**config.mk**
```make
export PLATFORM = sky130hd
export DESIGN_NAME = uvc_mjpeg_frame_assembler_core
export DESIGN_NICKNAME = d
export VERILOG_FILES = /design/src/uvcfa_pkg.sv /design/src/uvcfa_front.sv /design/src/uvcfa_fifo.sv /design/src/uvcfa_back.sv /design/src/uvc_mjpeg_frame_assembler_core.sv
export SDC_FILE = /design/constraint.sdc
export NUM_CORES = 1
export LEC_CHECK = 0
export ABC_CLOCK_PERIOD_IN_PS = 10200
export BUFFER_PORTS_ARGS = -buffer_cell sky130_fd_sc_hd__buf_4
export CORE_UTILIZATION = 59
export CTS_CLUSTER_SIZE = 30
export DETAILED_ROUTE_END_ITERATION = 12
export PLACE_DENSITY = 0.79
export SYNTH_ARGS = -nofsm -noshare
export SYNTH_HDL_FRONTEND = slang
export SYNTH_HIERARCHICAL = 1
export SYNTH_SLANG_ARGS = --single-unit
```
**constraint.sdc**
```tcl
create_clock -name clk -period 10.2 [get_ports clk]
set_clock_uncertainty 0.05 [all_clocks]
set_input_delay 2.04 -clock clk [delete_from_list [all_inputs] [get_ports clk]]
set_output_delay 2.04 -clock clk [all_outputs]
set_load 0.1 [all_outputs]
```
**src/uvcfa_pkg.sv**
```systemverilog
// shared types and constants for the mjpeg frame assembler
`default_nettype none

package uvcfa_pkg;

    localparam int unsigned LEN_W = 23;
    localparam int unsigned POS_W = 22;

    localparam logic [LEN_W:0]   MAX_FRAME_BYTES  = 24'd8388608;
    localparam logic [LEN_W-1:0] MAX_PACKET_BYTES = 23'd4194304;

    localparam logic [7:0] FLAG_FID_BIT = 8'h01;
    localparam logic [7:0] FLAG_EOF_BIT = 8'h02;
    localparam logic [7:0] FLAG_PTS_BIT = 8'h04;
    localparam logic [7:0] FLAG_ERR_BIT = 8'h40;

    localparam logic [7:0] JPEG_FF  = 8'hff;
    localparam logic [7:0] JPEG_SOI = 8'hd8;
    localparam logic [7:0] JPEG_EOI = 8'hd9;

    localparam int unsigned QUEUE_DEPTH = 4;
    localparam int unsigned QUEUE_AW    = $clog2(QUEUE_DEPTH);

    // what one input byte asks the back end to emit
    typedef struct packed {
        logic             wr_valid;
        logic [LEN_W-1:0] wr_offset;
        logic [7:0]       wr_data;
        logic             rep_valid;
        logic [LEN_W-1:0] rep_length;
        logic             rep_good;
    } request_t;

endpackage

`default_nettype wire

```
**src/uvcfa_front.sv**
```systemverilog
// front end: header parsing, frame tracking and request generation per byte
`default_nettype none

module uvcfa_front (
    input  wire logic                            clk,
    input  wire logic                            rst_n,
    input  wire logic                            in_valid,
    input  wire logic [7:0]                      data_byte,
    input  wire logic                            packet_first,
    input  wire logic [uvcfa_pkg::LEN_W-1:0]     packet_length,
    output      logic                            push,
    output      uvcfa_pkg::request_t             req
);

    localparam logic [1:0] SOM_NONE = 2'd0;
    localparam logic [1:0] SOM_FF   = 2'd1;
    localparam logic [1:0] SOM_OK   = 2'd2;
    localparam logic [1:0] SOM_BAD  = 2'd3;

    logic [uvcfa_pkg::POS_W-1:0] pos_reg, pos_next;
    logic [uvcfa_pkg::LEN_W-1:0] packet_size_reg, packet_size_next;
    logic [uvcfa_pkg::LEN_W-1:0] payload_reg, payload_next;
    logic [7:0]                  header_size_reg, header_size_next;
    logic [7:0]                  flags_reg, flags_next;
    logic                        ignored_reg, ignored_next;
    logic                        appends_reg, appends_next;
    logic [31:0]                 ts_shift_reg, ts_shift_next;
    logic                        fid_reg, fid_next;
    logic                        fid_known_reg, fid_known_next;
    logic [31:0]                 last_ts_reg, last_ts_next;
    logic                        ts_known_reg, ts_known_next;
    logic                        error_reg, error_next;
    logic [uvcfa_pkg::LEN_W-1:0] frame_size_reg, frame_size_next;
    logic [uvcfa_pkg::LEN_W-1:0] eoi_end_reg, eoi_end_next;
    logic                        prev_ff_reg, prev_ff_next;
    logic [1:0]                  som_reg, som_next;

    always_ff @(posedge clk or negedge rst_n)
    begin
        if (!rst_n)
        begin
            pos_reg         <= '0;
            packet_size_reg <= '0;
            payload_reg     <= '0;
            header_size_reg <= '0;
            flags_reg       <= '0;
            ignored_reg     <= 1'b0;
            appends_reg     <= 1'b0;
            ts_shift_reg    <= '0;
            fid_reg         <= 1'b0;
            fid_known_reg   <= 1'b0;
            last_ts_reg     <= '0;
            ts_known_reg    <= 1'b0;
            error_reg       <= 1'b0;
            frame_size_reg  <= '0;
            eoi_end_reg     <= '0;
            prev_ff_reg     <= 1'b0;
            som_reg         <= SOM_NONE;
        end
        else
        begin
            pos_reg         <= pos_next;
            packet_size_reg <= packet_size_next;
            payload_reg     <= payload_next;
            header_size_reg <= header_size_next;
            flags_reg       <= flags_next;
            ignored_reg     <= ignored_next;
            appends_reg     <= appends_next;
            ts_shift_reg    <= ts_shift_next;
            fid_reg         <= fid_next;
            fid_known_reg   <= fid_known_next;
            last_ts_reg     <= last_ts_next;
            ts_known_reg    <= ts_known_next;
            error_reg       <= error_next;
            frame_size_reg  <= frame_size_next;
            eoi_end_reg     <= eoi_end_next;
            prev_ff_reg     <= prev_ff_next;
            som_reg         <= som_next;
        end
    end

    always_comb
    begin
        logic [uvcfa_pkg::LEN_W-1:0] idx;
        logic [uvcfa_pkg::LEN_W-1:0] idx_p1;
        logic [uvcfa_pkg::LEN_W-1:0] hs;
        logic [7:0]                  flags;
        logic [31:0]                 ts;
        logic [uvcfa_pkg::LEN_W-1:0] fs;
        logic [uvcfa_pkg::LEN_W-1:0] eoi;
        logic                        pff;
        logic [1:0]                  som;
        logic                        err;
        logic                        has_pts;
        logic [uvcfa_pkg::LEN_W:0]   fill;

        pos_next         = pos_reg;
        packet_size_next = packet_size_reg;
        payload_next     = payload_reg;
        header_size_next = header_size_reg;
        flags_next       = flags_reg;
        ignored_next     = ignored_reg;
        appends_next     = appends_reg;
        ts_shift_next    = ts_shift_reg;
        fid_next         = fid_reg;
        fid_known_next   = fid_known_reg;
        last_ts_next     = last_ts_reg;
        ts_known_next    = ts_known_reg;
        error_next       = error_reg;
        frame_size_next  = frame_size_reg;
        eoi_end_next     = eoi_end_reg;
        prev_ff_next     = prev_ff_reg;
        som_next         = som_reg;
        req              = '0;

        idx     = {1'b0, pos_reg} + 23'd1;
        idx_p1  = idx + 23'd1;
        hs      = {15'd0, header_size_reg};
        flags   = flags_reg;
        ts      = ts_shift_reg;
        fs      = frame_size_reg;
        eoi     = eoi_end_reg;
        pff     = prev_ff_reg;
        som     = som_reg;
        err     = error_reg;
        has_pts = 1'b0;
        fill    = '0;

        if (in_valid)
        begin
            if (packet_first)
            begin
                packet_size_next = packet_length;
                payload_next     = packet_length - {15'd0, data_byte};
                pos_next         = '0;
                header_size_next = data_byte;
                flags_next       = '0;
                ts_shift_next    = '0;
                appends_next     = 1'b0;
                ignored_next     = (packet_length < 23'd2)
                                || (packet_length > uvcfa_pkg::MAX_PACKET_BYTES)
                                || (data_byte < 8'd2)
                                || ({15'd0, data_byte} > packet_length);
            end
            else if (!ignored_reg)
            begin
                if (idx >= packet_size_reg)
                begin
                    // byte beyond the announced packet length
                    ignored_next = 1'b1;
                end
                else
                begin
                    pos_next = idx[uvcfa_pkg::POS_W-1:0];
                    if (idx == 23'd1)
                    begin
                        flags      = data_byte;
                        flags_next = data_byte;
                    end
                    if (idx == 23'd1 && (data_byte & uvcfa_pkg::FLAG_ERR_BIT) != 8'd0)
                    begin
                        frame_size_next = '0;
                        eoi_end_next    = '0;
                        prev_ff_next    = 1'b0;
                        som_next        = SOM_NONE;
                        error_next      = 1'b1;
                        ignored_next    = 1'b1;
                    end
                    else
                    begin
                        if (idx >= 23'd2 && idx <= 23'd5 && idx < hs)
                        begin
                            case (idx[1:0])
                                2'd2:    ts[7:0]   = data_byte;
                                2'd3:    ts[15:8]  = data_byte;
                                2'd0:    ts[23:16] = data_byte;
                                default: ts[31:24] = data_byte;
                            endcase
                        end
                        ts_shift_next = ts;

                        // last header byte: frame-id / timestamp checks, append decision
                        if (idx_p1 == hs)
                        begin
                            has_pts = ((flags & uvcfa_pkg::FLAG_PTS_BIT) != 8'd0)
                                   && (header_size_reg >= 8'd6);
                            if ((fid_known_reg && flags[0] != fid_reg)
                                || (has_pts && ts_known_reg && ts != last_ts_reg))
                            begin
                                fs  = '0;
                                eoi = '0;
                                pff = 1'b0;
                                som = SOM_NONE;
                                err = 1'b0;
                            end
                            fid_next       = flags[0];
                            fid_known_next = 1'b1;
                            if (has_pts)
                            begin
                                last_ts_next  = ts;
                                ts_known_next = 1'b1;
                            end
                            fill         = {1'b0, fs} + {1'b0, payload_reg};
                            appends_next = (payload_reg != '0)
                                        && (fill < uvcfa_pkg::MAX_FRAME_BYTES);
                        end

                        if (idx >= hs && appends_reg)
                        begin
                            req.wr_valid  = 1'b1;
                            req.wr_offset = fs;
                            req.wr_data   = data_byte;
                            if (fs == '0)
                                som = (data_byte == uvcfa_pkg::JPEG_FF) ? SOM_FF : SOM_BAD;
                            else if (fs == 23'd1 && som == SOM_FF)
                                som = (data_byte == uvcfa_pkg::JPEG_SOI) ? SOM_OK : SOM_BAD;
                            fs = fs + 23'd1;
                            if (pff && data_byte == uvcfa_pkg::JPEG_EOI)
                                eoi = fs;
                            pff = (data_byte == uvcfa_pkg::JPEG_FF);
                        end

                        if (idx_p1 == packet_size_reg)
                        begin
                            ignored_next = 1'b1;
                            if ((flags & uvcfa_pkg::FLAG_EOF_BIT) != 8'd0)
                            begin
                                req.rep_valid  = 1'b1;
                                req.rep_length = eoi;
                                req.rep_good   = !err && (eoi > 23'd4) && (som == SOM_OK);
                                fs  = '0;
                                eoi = '0;
                                pff = 1'b0;
                                som = SOM_NONE;
                                err = 1'b0;
                            end
                        end

                        frame_size_next = fs;
                        eoi_end_next    = eoi;
                        prev_ff_next    = pff;
                        som_next        = som;
                        error_next      = err;
                    end
                end
            end
        end
        push = req.wr_valid | req.rep_valid;
    end

endmodule

`default_nettype wire

```
**src/uvcfa_fifo.sv**
```systemverilog
// short request queue between front and back end
`default_nettype none

module uvcfa_fifo (
    input  wire logic                clk,
    input  wire logic                rst_n,
    input  wire logic                push,
    input  wire uvcfa_pkg::request_t push_req,
    input  wire logic                pop,
    output      logic                full,
    output      logic                head_valid,
    output      uvcfa_pkg::request_t head_req
);

    uvcfa_pkg::request_t mem [uvcfa_pkg::QUEUE_DEPTH];

    logic [uvcfa_pkg::QUEUE_AW-1:0] wr_ptr_reg, wr_ptr_next;
    logic [uvcfa_pkg::QUEUE_AW-1:0] rd_ptr_reg, rd_ptr_next;
    logic [uvcfa_pkg::QUEUE_AW:0]   count_reg, count_next;
    logic                           do_push;
    logic                           do_pop;

    assign full       = (count_reg == (uvcfa_pkg::QUEUE_AW+1)'(uvcfa_pkg::QUEUE_DEPTH));
    assign head_valid = (count_reg != '0);
    assign head_req   = mem[rd_ptr_reg];
    assign do_push    = push && !full;
    assign do_pop     = pop && head_valid;

    always_comb
    begin
        wr_ptr_next = do_push ? wr_ptr_reg + (uvcfa_pkg::QUEUE_AW)'(1) : wr_ptr_reg;
        rd_ptr_next = do_pop ? rd_ptr_reg + (uvcfa_pkg::QUEUE_AW)'(1) : rd_ptr_reg;
        count_next  = count_reg;
        if (do_push && !do_pop)
            count_next = count_reg + (uvcfa_pkg::QUEUE_AW+1)'(1);
        else if (!do_push && do_pop)
            count_next = count_reg - (uvcfa_pkg::QUEUE_AW+1)'(1);
    end

    always_ff @(posedge clk)
    begin
        if (do_push)
            mem[wr_ptr_reg] <= push_req;
    end

    always_ff @(posedge clk or negedge rst_n)
    begin
        if (!rst_n)
        begin
            wr_ptr_reg <= '0;
            rd_ptr_reg <= '0;
            count_reg  <= '0;
        end
        else
        begin
            wr_ptr_reg <= wr_ptr_next;
            rd_ptr_reg <= rd_ptr_next;
            count_reg  <= count_next;
        end
    end

endmodule

`default_nettype wire

```
**src/uvcfa_back.sv**
```systemverilog
// back end: splits each request into results and drives the output register
`default_nettype none

module uvcfa_back (
    input  wire logic                clk,
    input  wire logic                rst_n,
    input  wire logic                head_valid,
    input  wire uvcfa_pkg::request_t head_req,
    output      logic                pop,
    output      logic                out_valid,
    input  wire logic                out_ready,
    output      logic                out_kind,
    output      logic [55:0]         out_data,
    output      logic                out_last
);

    logic        valid_reg, valid_next;
    logic        phase_reg, phase_next;
    logic        kind_reg, kind_next;
    logic [55:0] data_reg, data_next;
    logic        last_reg, last_next;
    logic        load;
    logic        emit_write;

    assign out_valid = valid_reg;
    assign out_kind  = kind_reg;
    assign out_data  = data_reg;
    assign out_last  = last_reg;

    assign load = head_valid && (!valid_reg || out_ready);

    always_comb
    begin
        valid_next = valid_reg;
        phase_next = phase_reg;
        kind_next  = kind_reg;
        data_next  = data_reg;
        last_next  = last_reg;
        pop        = 1'b0;
        emit_write = head_req.wr_valid && !phase_reg;

        if (valid_reg && out_ready)
            valid_next = 1'b0;

        if (load)
        begin
            valid_next = 1'b1;
            if (emit_write)
            begin
                kind_next = 1'b0;
                data_next = {1'b0, 1'b0, 23'd0, head_req.wr_data, head_req.wr_offset};
            end
            else
            begin
                kind_next = 1'b1;
                data_next = {1'b0, head_req.rep_good, head_req.rep_length, 8'd0, 23'd0};
            end
            // a write followed by a report takes two slots
            if (emit_write && head_req.rep_valid)
            begin
                last_next  = 1'b0;
                phase_next = 1'b1;
            end
            else
            begin
                last_next  = 1'b1;
                phase_next = 1'b0;
                pop        = 1'b1;
            end
        end
    end

    always_ff @(posedge clk or negedge rst_n)
    begin
        if (!rst_n)
        begin
            valid_reg <= 1'b0;
            phase_reg <= 1'b0;
        end
        else
        begin
            valid_reg <= valid_next;
            phase_reg <= phase_next;
        end
    end

    always_ff @(posedge clk)
    begin
        kind_reg <= kind_next;
        data_reg <= data_next;
        last_reg <= last_next;
    end

endmodule

`default_nettype wire

```
**src/uvc_mjpeg_frame_assembler_core.sv**
```systemverilog
// top level of the mjpeg frame assembler: front end, request queue, back end
// each result passes from the front end through the request queue into the output register that drives m_*
// throughput: one byte per cycle; an end-of-frame byte with a payload write takes two output slots
// input stalls only when the four-entry request queue between front and back end is full
// reset: asynchronous active-low rst_n clears all packet and frame state and empties the queue
`default_nettype none

module uvc_mjpeg_frame_assembler_core (
    input  wire logic        clk,
    input  wire logic        rst_n,
    input  wire logic        s_tvalid,
    output      logic        s_tready,
    input  wire logic [31:0] s_tdata,   // data_byte[7:0], packet_length[30:8], zero pad
    input  wire logic        s_tuser,   // packet_first
    output      logic        m_tvalid,
    input  wire logic        m_tready,
    output      logic [55:0] m_tdata,   // write_offset[22:0], write_data[30:23],
                                        // frame_length[53:31], frame_good[54], zero pad
    output      logic        m_tuser,   // result_kind
    output      logic        m_tlast
);

    uvcfa_pkg::request_t front_req;
    uvcfa_pkg::request_t head_req;
    logic                front_push;
    logic                queue_full;
    logic                head_valid;
    logic                back_pop;
    logic                accept;

    assign s_tready = !queue_full;
    assign accept   = s_tvalid && s_tready;

    uvcfa_front u_front (
        .clk           (clk),
        .rst_n         (rst_n),
        .in_valid      (accept),
        .data_byte     (s_tdata[7:0]),
        .packet_first  (s_tuser),
        .packet_length (s_tdata[30:8]),
        .push          (front_push),
        .req           (front_req)
    );

    uvcfa_fifo u_fifo (
        .clk        (clk),
        .rst_n      (rst_n),
        .push       (front_push),
        .push_req   (front_req),
        .pop        (back_pop),
        .full       (queue_full),
        .head_valid (head_valid),
        .head_req   (head_req)
    );

    uvcfa_back u_back (
        .clk        (clk),
        .rst_n      (rst_n),
        .head_valid (head_valid),
        .head_req   (head_req),
        .pop        (back_pop),
        .out_valid  (m_tvalid),
        .out_ready  (m_tready),
        .out_kind   (m_tuser),
        .out_data   (m_tdata),
        .out_last   (m_tlast)
    );

endmodule

`default_nettype wire

```
==> results of run 1 <==
==> placed cells by master, fill, tap and decap left out, types with 14 or more instances in the layout <==
cell type  synthesis  layout
nand2b_1          15      15
o21ai_1           27      26
a22oi_1           26      26
ha_1              75      75
and2_1            56      52
nand3_1           50      49
edfxtp_1         285     285
nor4_1            37      36
dfrtp_1          207     205
xnor2_1           73      73
xor2_1            36      36
nor3_1            37      37
nand4_1           42      42
a21oi_1           93      92
clkbuf_16          0      52
mux2_2            26      26
mux2i_1           16      16
mux4_2            57      57
o21ai_0          145     145
nor2b_1           39      39
a211oi_1          15      15
o31ai_1           15      15
inv_1            114     113
nand2_1          195     194
clkinv_2           0      14
nor2_1           111     111
buf_4              9     118
a21o_1            29      29
and3_1            64      64
==> power groups by stage <==
stage / sequential (mW) / combinational [mW] / clock, mW
final: 2.67 / 2.39 / 1.90
after global routing: 2.70 / 2.57 / 2.00
after CTS: 2.67 / 2.38 / 1.93
after detailed placement: 2.70 / 2.37 / 0
after global placement: 2.69 / 2.31 / 0
after floorplan: 3.14 / 1.37 / 0
==> worst min path at each step <==
stage                                          to  slack, ns
after global placement      u_front/fid_known_reg       0.40
after CTS                     u_fifo/count_reg[2]       0.44
after global routing          u_fifo/count_reg[2]       0.45
final                         u_fifo/count_reg[2]       0.44
after floorplan             u_front/fid_known_reg       0.39
after detailed placement  u_front/eoi_end_reg[21]       0.42
==> cell families (layout without fill, tap and decap cells) <==
| kind of cell | after synthesis | in the layout | share of synthesized area |
|---|---|---|---|
| XOR/XNOR | 115 | 115 | 0.0423 |
| AND/OR/NAND/NOR | 713 | 713 | 0.147 |
| AO/OA/AOI/OAI | 505 | 505 | 0.129 |
| adder cells (fa/ha/maj) | 77 | 77 | 0.0380 |
| buffers and inverters | 253 | 330 | 0.0427 |
| other | 1 | 1 | 0.000146 |
| multiplexers | 99 | 99 | 0.0674 |
| flip-flops | 492 | 492 | 0.533 |
==> layer usage <==
metal | GRT usage | vias to the layer above | wire [um] | share of wire
met5 | 0 | - | 0 | 0
met4 | 0.106 | 0 | 1900 | 0.029
met3 | 0.0354 | 131 | 4410 | 0.068
met2 | 0.484 | 828 | 31400 | 0.49
met1 | 0.410 | 9188 | 26800 | 0.42
li1 | - | 8443 | - | -
==> cell type report <==
type	count	area [sq um]
clock buffer	64	1390
tap	585	732
multi-input combinational	1510	10900
clock inverter	31	330
sequential	492	13700
timing repair buffer	119	900
inverter	116	435
fill	3128	14600
==> per-stage QoR <==
stage / worst slack (ns) / util / area (sq um) / std cells
after floorplan: 2.44 / - / 25800 / 2255
after global placement: 1.26 / 0.621 / 26800 / 2822
after detailed placement: 0.976 / 0.621 / 26800 / 2822
after CTS: 0.931 / 0.661 / 28500 / 2917
after global routing: 0.100 / 0.661 / 28500 / 2917
final: 0.717 / 0.661 / 28500 / 2917
==> results by group, run 1 <==
Outcome
  • Status: complete, no violations

Place
  • RD Place Congestion: 0.945
  • PortBufs: 94
  • Detailed Place HPWL: 43500 um

Global routing
  • First-pass GRT wire length: 102000 um
  • Initial antenna violation count: 0
  • GRT Total Usage: 0.296
  • Vias in the first global route: 18.3k
  • Grt ovf: 0
  • Largest net degree at the start of global routing: 110

Synth
  • Synth Instances: 2255
  • Largest area contributor in the netlist: edfxtp_1
  • Post-synth top area share: 0.332
  • Synthesized Nets: 2369
  • Top-count cell post-synth: edfxtp_1
  • Post-synth ARST share: 0.421
  • Synth Warn #: 6
  • Most instantiated cells after synthesis: 285 x edfxtp_1, 207 x dfrtp_1, 195 x nand2_1
  • Seq cells post-synth: 492
  • Register area share after synthesis: 0.533
  • Syn avg cell area: 11.4 sq um
  • Top_reg_cell synth: edfxtp_1
  • Area contributors post-synth: edfxtp_1 33%, dfrtp_1 20%, mux4_2 5.0%, ha_1 3.6%, nand2_1 2.8%
  • Post-synth EDFFs: 285
  • Synthesized area: 25800 sq um
  • Netlist cell types: 95

Timing
  • Final hold slack: 0.440 ns
  • Max frequency: 105 MHz
  • Period Utilization, post-route: 0.930
  • Worst slew pin tran: 1.02 ns
  • Period minus WS final: 9.48 ns
  • Final hold vios: 0
  • Setup TNS Final: 0 ns
  • Fin. max-slew vios: 0
  • Unrepaired setup endpoints after global routing: no
  • Worst rel slew slack: 0.317
  • Final setup violation count: 0

CTS
  • Cts repair resizes: 0
  • Clock transition at path regs: 0.06 ns
  • Total CTS buffers: 51
  • Sink Count: 492
  • Clock Tree Buf Depth: 3
  • Root buf cell: clkbuf_16
  • CTS tree: yes
  • H-tree Lvls: 2
  • Hold buffers post-CTS: 0
  • Post-CTS Setup Repair Bufs: 0
  • Worst skew pair latency: 0.61 ns

Detailed routing
  • Avg WL per Cell: 22.1 um
  • Antenna-violating nets left: 0
  • Routed vias/inst: 6.37
  • DRC Markers: 0
  • 1st-pass router iterations: 6
  • Initial DRC Count: 1766
  • Vias: 18.6k
  • WL final: 64600 um

Critical path
  • Critical path capture point type: register
  • Most frequent CP cell: and3_1
  • Slowest stage cell, crit path: dfrtp_1
  • Count of buffer and inverter cells on the critical path: 1
  • Crit path DAT: 9.74 ns
  • CP startpoint kind: register
  • Setup slack, reg-to-reg: 0.72 ns
  • Worst r2r path cells: 29
  • Reg2Reg Capture Point: u_fifo/mem[2][0]
  • CP top delay family: simple AND/OR/NAND/NOR gates
  • Worst Setup EP: u_fifo/mem[2][0]
  • Slowest stage delay, CP: 0.67 ns
  • Worst setup path startpoint: u_front/pos_reg[0]
  • Worst flop-to-flop path startpoint: u_front/pos_reg[0]
  • Critical setup path kind: register to register
  • Critical Path Stages: 29
  • Worst Path Max Fanout: 15
  • CP Data Required Time: 10.45 ns

Floorplan
  • Vert. Die Dim: 211 um
  • Num rows: 76
  • Die W: 211 um
  • Core Region: 43100 sq um
  • Initial Utilization: 0.598
  • Io pins: 97
  • Die ar.: 44500 sq um

Finish
  • Share of cells above drive strength 1: 0.143
  • Largest reg by FF count: u_fifo/mem
  • Diode count: 0
  • Layout area overhead: 10.5%
  • Nets: 2404
  • Max reg flops: 228

Pwr
  • Sw Ratio: 0.381
  • Leakage power figure: 11.0 nW
  • Net Sw Power: 2.65 mW
  • Comb pwr share: 0.344
  • Clk pwr share: 0.273
  • Pwr Total: 6.96 mW
  • Power Density: 244 nW/um^2
  • Internal power: 4.31 mW
  • Flop pwr share: 0.384
  • Peak VDD IR: 237 uV

Worst hold path
  • Worst Min Path Start: u_fifo/count_reg[2]
  • Worst hold stages: 1
  • Hold Path Class: register to register

Flow run
  • Max-Cap Viols: 0
Note: power is estimated with default switching activity, not from simulation.
==> run 2, diff against run 1 <==
--- a/config.mk
+++ b/config.mk
@@ -5,12 +5,13 @@
 export SDC_FILE = /design/constraint.sdc
 export NUM_CORES = 1
 export LEC_CHECK = 0
+export ABC_AREA = 1
 export ABC_CLOCK_PERIOD_IN_PS = 10200
 export BUFFER_PORTS_ARGS = -buffer_cell sky130_fd_sc_hd__buf_4
 export CORE_UTILIZATION = 59
 export CTS_CLUSTER_SIZE = 30
 export DETAILED_ROUTE_END_ITERATION = 12
-export PLACE_DENSITY = 0.79
+export PLACE_DENSITY = 0.78
 export SYNTH_ARGS = -nofsm -noshare
 export SYNTH_HDL_FRONTEND = slang
 export SYNTH_HIERARCHICAL = 1
==> run 2 against run 1 <==
- hold slack got worse by 0.025 ns
- power increased by 27%
- clock power shrank 2%
- flip-flop and latch count is the same
- critical path depth increased by 9
- area after synthesis rose by 4.6%
- global-route usage decreased by 0.19 points
- combinational power up 76%
- non-clock buffer count down 5
==> results by group, run 2 <==
Finish
  • Max reg flops: 228
  • Commonest non-fill, non-tap cells in the layout: 741 x nand2_1, 486 x inv_1, 290 x nor2_1
  • Nets: 3297
  • Share of cells above drive strength 1: 0.0924
  • Layout area overhead: 9.56%
  • Diode count: 0
  • Commonest non-fill, non-tap cell in the layout: nand2_1
  • Largest reg by FF count: u_fifo/mem

Critical path
  • Setup slack, reg-to-reg: 1.28 ns
  • CP Data Required Time: 10.55 ns
  • Reg2Reg Capture Point: u_fifo/mem[1][0]
  • Slowest stage delay, CP: 0.74 ns
  • Critical path capture point type: register
  • Critical setup path kind: register to register
  • Worst r2r path cells: 38
  • Crit path DAT: 9.28 ns
  • CP startpoint kind: register
  • Most frequent CP cell: nand2_1
  • Worst flop-to-flop path startpoint: u_front/pos_reg[0]
  • Slowest stage cell, crit path: nand3_2
  • Worst Path Max Fanout: 57

Synth
  • Post-synth EDFFs: 285
  • Most instantiated cells after synthesis: 742 x nand2_1, 486 x inv_1, 295 x nor2_1
  • Post-synth top area share: 0.318
  • Top-count cell post-synth: nand2_1
  • Area contributors post-synth: edfxtp_1 32%, dfrtp_1 19%, nand2_1 10%, inv_1 6.8%, nor2_1 4.1%
  • Seq cells post-synth: 492
  • Post-synth ARST share: 0.421
  • Netlist cell types: 60
  • Synth Warn #: 6
  • Largest area contributor in the netlist: edfxtp_1
  • Synth Instances: 3142
  • Synthesized area: 26900 sq um
  • Syn avg cell area: 8.57 sq um
  • Synthesized Nets: 3256
  • Register area share after synthesis: 0.510
  • Top_reg_cell synth: edfxtp_1

Floorplan
  • Io pins: 97
  • Die ar.: 46500 sq um
  • Core Region: 44600 sq um
  • Initial Utilization: 0.604
  • Die W: 216 um
  • Vert. Die Dim: 216 um
  • Num rows: 77

Place
  • RD Place Congestion: 0.959
  • Setup WS pre-CTS: 1.57 ns
  • Detailed Place HPWL: 44900 um
  • PortBufs: 94

Detailed routing
  • Initial DRC Count: 1842
  • Routed vias/inst: 5.72
  • Avg WL per Cell: 17.7 um
  • DRC Markers: 0
  • 1st-pass router iterations: 6
  • Vias: 21.8k
  • WL final: 67700 um
  • Antenna-violating nets left: 0

Worst hold path
  • Hold endpoint: u_front/ts_known_reg
  • Worst Min Path Start: u_front/ts_known_reg
  • Worst hold stages: 2
  • Hold Path Class: register to register

Timing
  • Fin. max-slew vios: 0
  • Period Utilization, post-route: 0.875
  • Worst slew pin tran: 0.999 ns
  • Setup TNS Final: 0 ns
  • Final setup violation count: 0
  • Unrepaired setup endpoints after global routing: no
  • Final hold vios: 0
  • Period minus WS final: 8.92 ns
  • Worst rel slew slack: 0.333
  • Worst setup margin: 1.28 ns
  • Max frequency: 112 MHz

Global routing
  • Initial antenna violation count: 0
  • Vias in the first global route: 21.5k
  • First-pass GRT wire length: 109000 um
  • Grt ovf: 0
  • Largest net degree at the start of global routing: 129
  • GRT Total Usage: 0.294

CTS
  • Clock transition at path regs: 0.06 ns
  • Worst skew pair latency: 0.62 ns
  • Root buf cell: clkbuf_16
  • Clock Tree Buf Depth: 3
  • H-tree Lvls: 2
  • Hold buffers post-CTS: 0
  • Sink Count: 492
  • CTS tree: yes
  • Post-CTS Setup Repair Bufs: 0
  • Total CTS buffers: 52
  • Cts repair resizes: 0

Outcome
  • Status: complete, no violations

Pwr
  • Peak VDD IR: 268 uV
  • Pwr Total: 8.81 mW
  • Power Density: 299 nW/um^2
  • Leakage power figure: 13.0 nW

Flow run
  • Max-Cap Viols: 0
-- run 2: cell types whose count changed after synthesis, sizes merged, moves of 56 or more --
cell and change:
nand2 +563, inv +389, nor2 +222, o211ai +118, nand3 +113, xnor2 -70, and3 -64, nand4 +59
mux4 -57, and2 -56
-- run 2: through the flow --
| stage | utilization | cell area (sq um) | hold slack [ns] | cells |
|---|---|---|---|---|
| 2_1_floorplan | - | 26900 | 0.373 | 3142 |
| 3_3_place_gp | 0.624 | 27800 | 0.389 | 3721 |
| 3_5_place_dp | 0.624 | 27800 | 0.404 | 3721 |
| 4_1_cts | 0.661 | 29500 | 0.418 | 3818 |
| 5_1_grt | 0.661 | 29500 | 0.445 | 3818 |
| 6_report | 0.661 | 29500 | 0.415 | 3818 |
-- run 2: where the power goes --
| part | internal, mW | total (mW) | switching [mW] | leakage (nW) |
|---|---|---|---|---|
| Combinational | 1.09 | 4.21 | 3.13 | 6.91 |
| Sequential | 2.51 | 2.73 | 0.229 | 5.26 |
| Clock | 1.06 | 1.86 | 0.802 | 0.826 |
-- run 2: worst max-delay path: cells and delay by family (launching register included) --
family | cells | cell delay, ns
buf+inv | 2 | 0.58
simple gates | 29 | 5.27
compound gates | 4 | 0.69
fa+ha+maj | 3 | 1.48
flops | 1 | 0.55
-- run 2: how the worst max path moves through the flow --
stage	depth (start not counted)	slack, ns	endpoint	start
floorplan	26	3.12	u_fifo/mem[0][0]	u_front/pos_reg[0]
global placement	41	1.75	u_fifo/mem[1][0]	u_front/pos_reg[0]
detailed placement	41	1.57	u_fifo/mem[1][0]	u_front/pos_reg[0]
CTS	41	1.54	u_fifo/mem[1][0]	u_front/pos_reg[0]
global route	41	0.73	u_fifo/mem[1][0]	u_front/pos_reg[0]
finish	38	1.28	u_fifo/mem[1][0]	u_front/pos_reg[0]
-- run 2: cells by family after synthesis --
family / synth area share
adders and majority gates: 0.0363
AOI/OAI and AO/OA: 0.106
and+or+nand+nor: 0.234
DFF: 0.510
xor gates and xnor gates: 0.0127
other: 0.000139
buffers and inverters: 0.100
-- run 2: metal layers --
| layer | vias up | GRT usage | part of all wire |
|---|---|---|---|
| li1 | 10500 | - | - |
| met1 | 10400 | 0.372 | 0.41 |
| met2 | 743 | 0.508 | 0.49 |
| met3 | 141 | 0.0417 | 0.062 |
| met4 | 0 | 0.115 | 0.036 |
| met5 | - | 0 | 0 |
-- run 2: area by class of cell --
cell class / count / area, sq um
inverter: 512 / 1930
clock inverter: 28 / 231
multi-input combinational: 2011 / 10500
fill: 3610 / 15100
tap: 592 / 741
clock buffer: 69 / 1460
timing repair buffer: 114 / 862
sequential: 492 / 13700
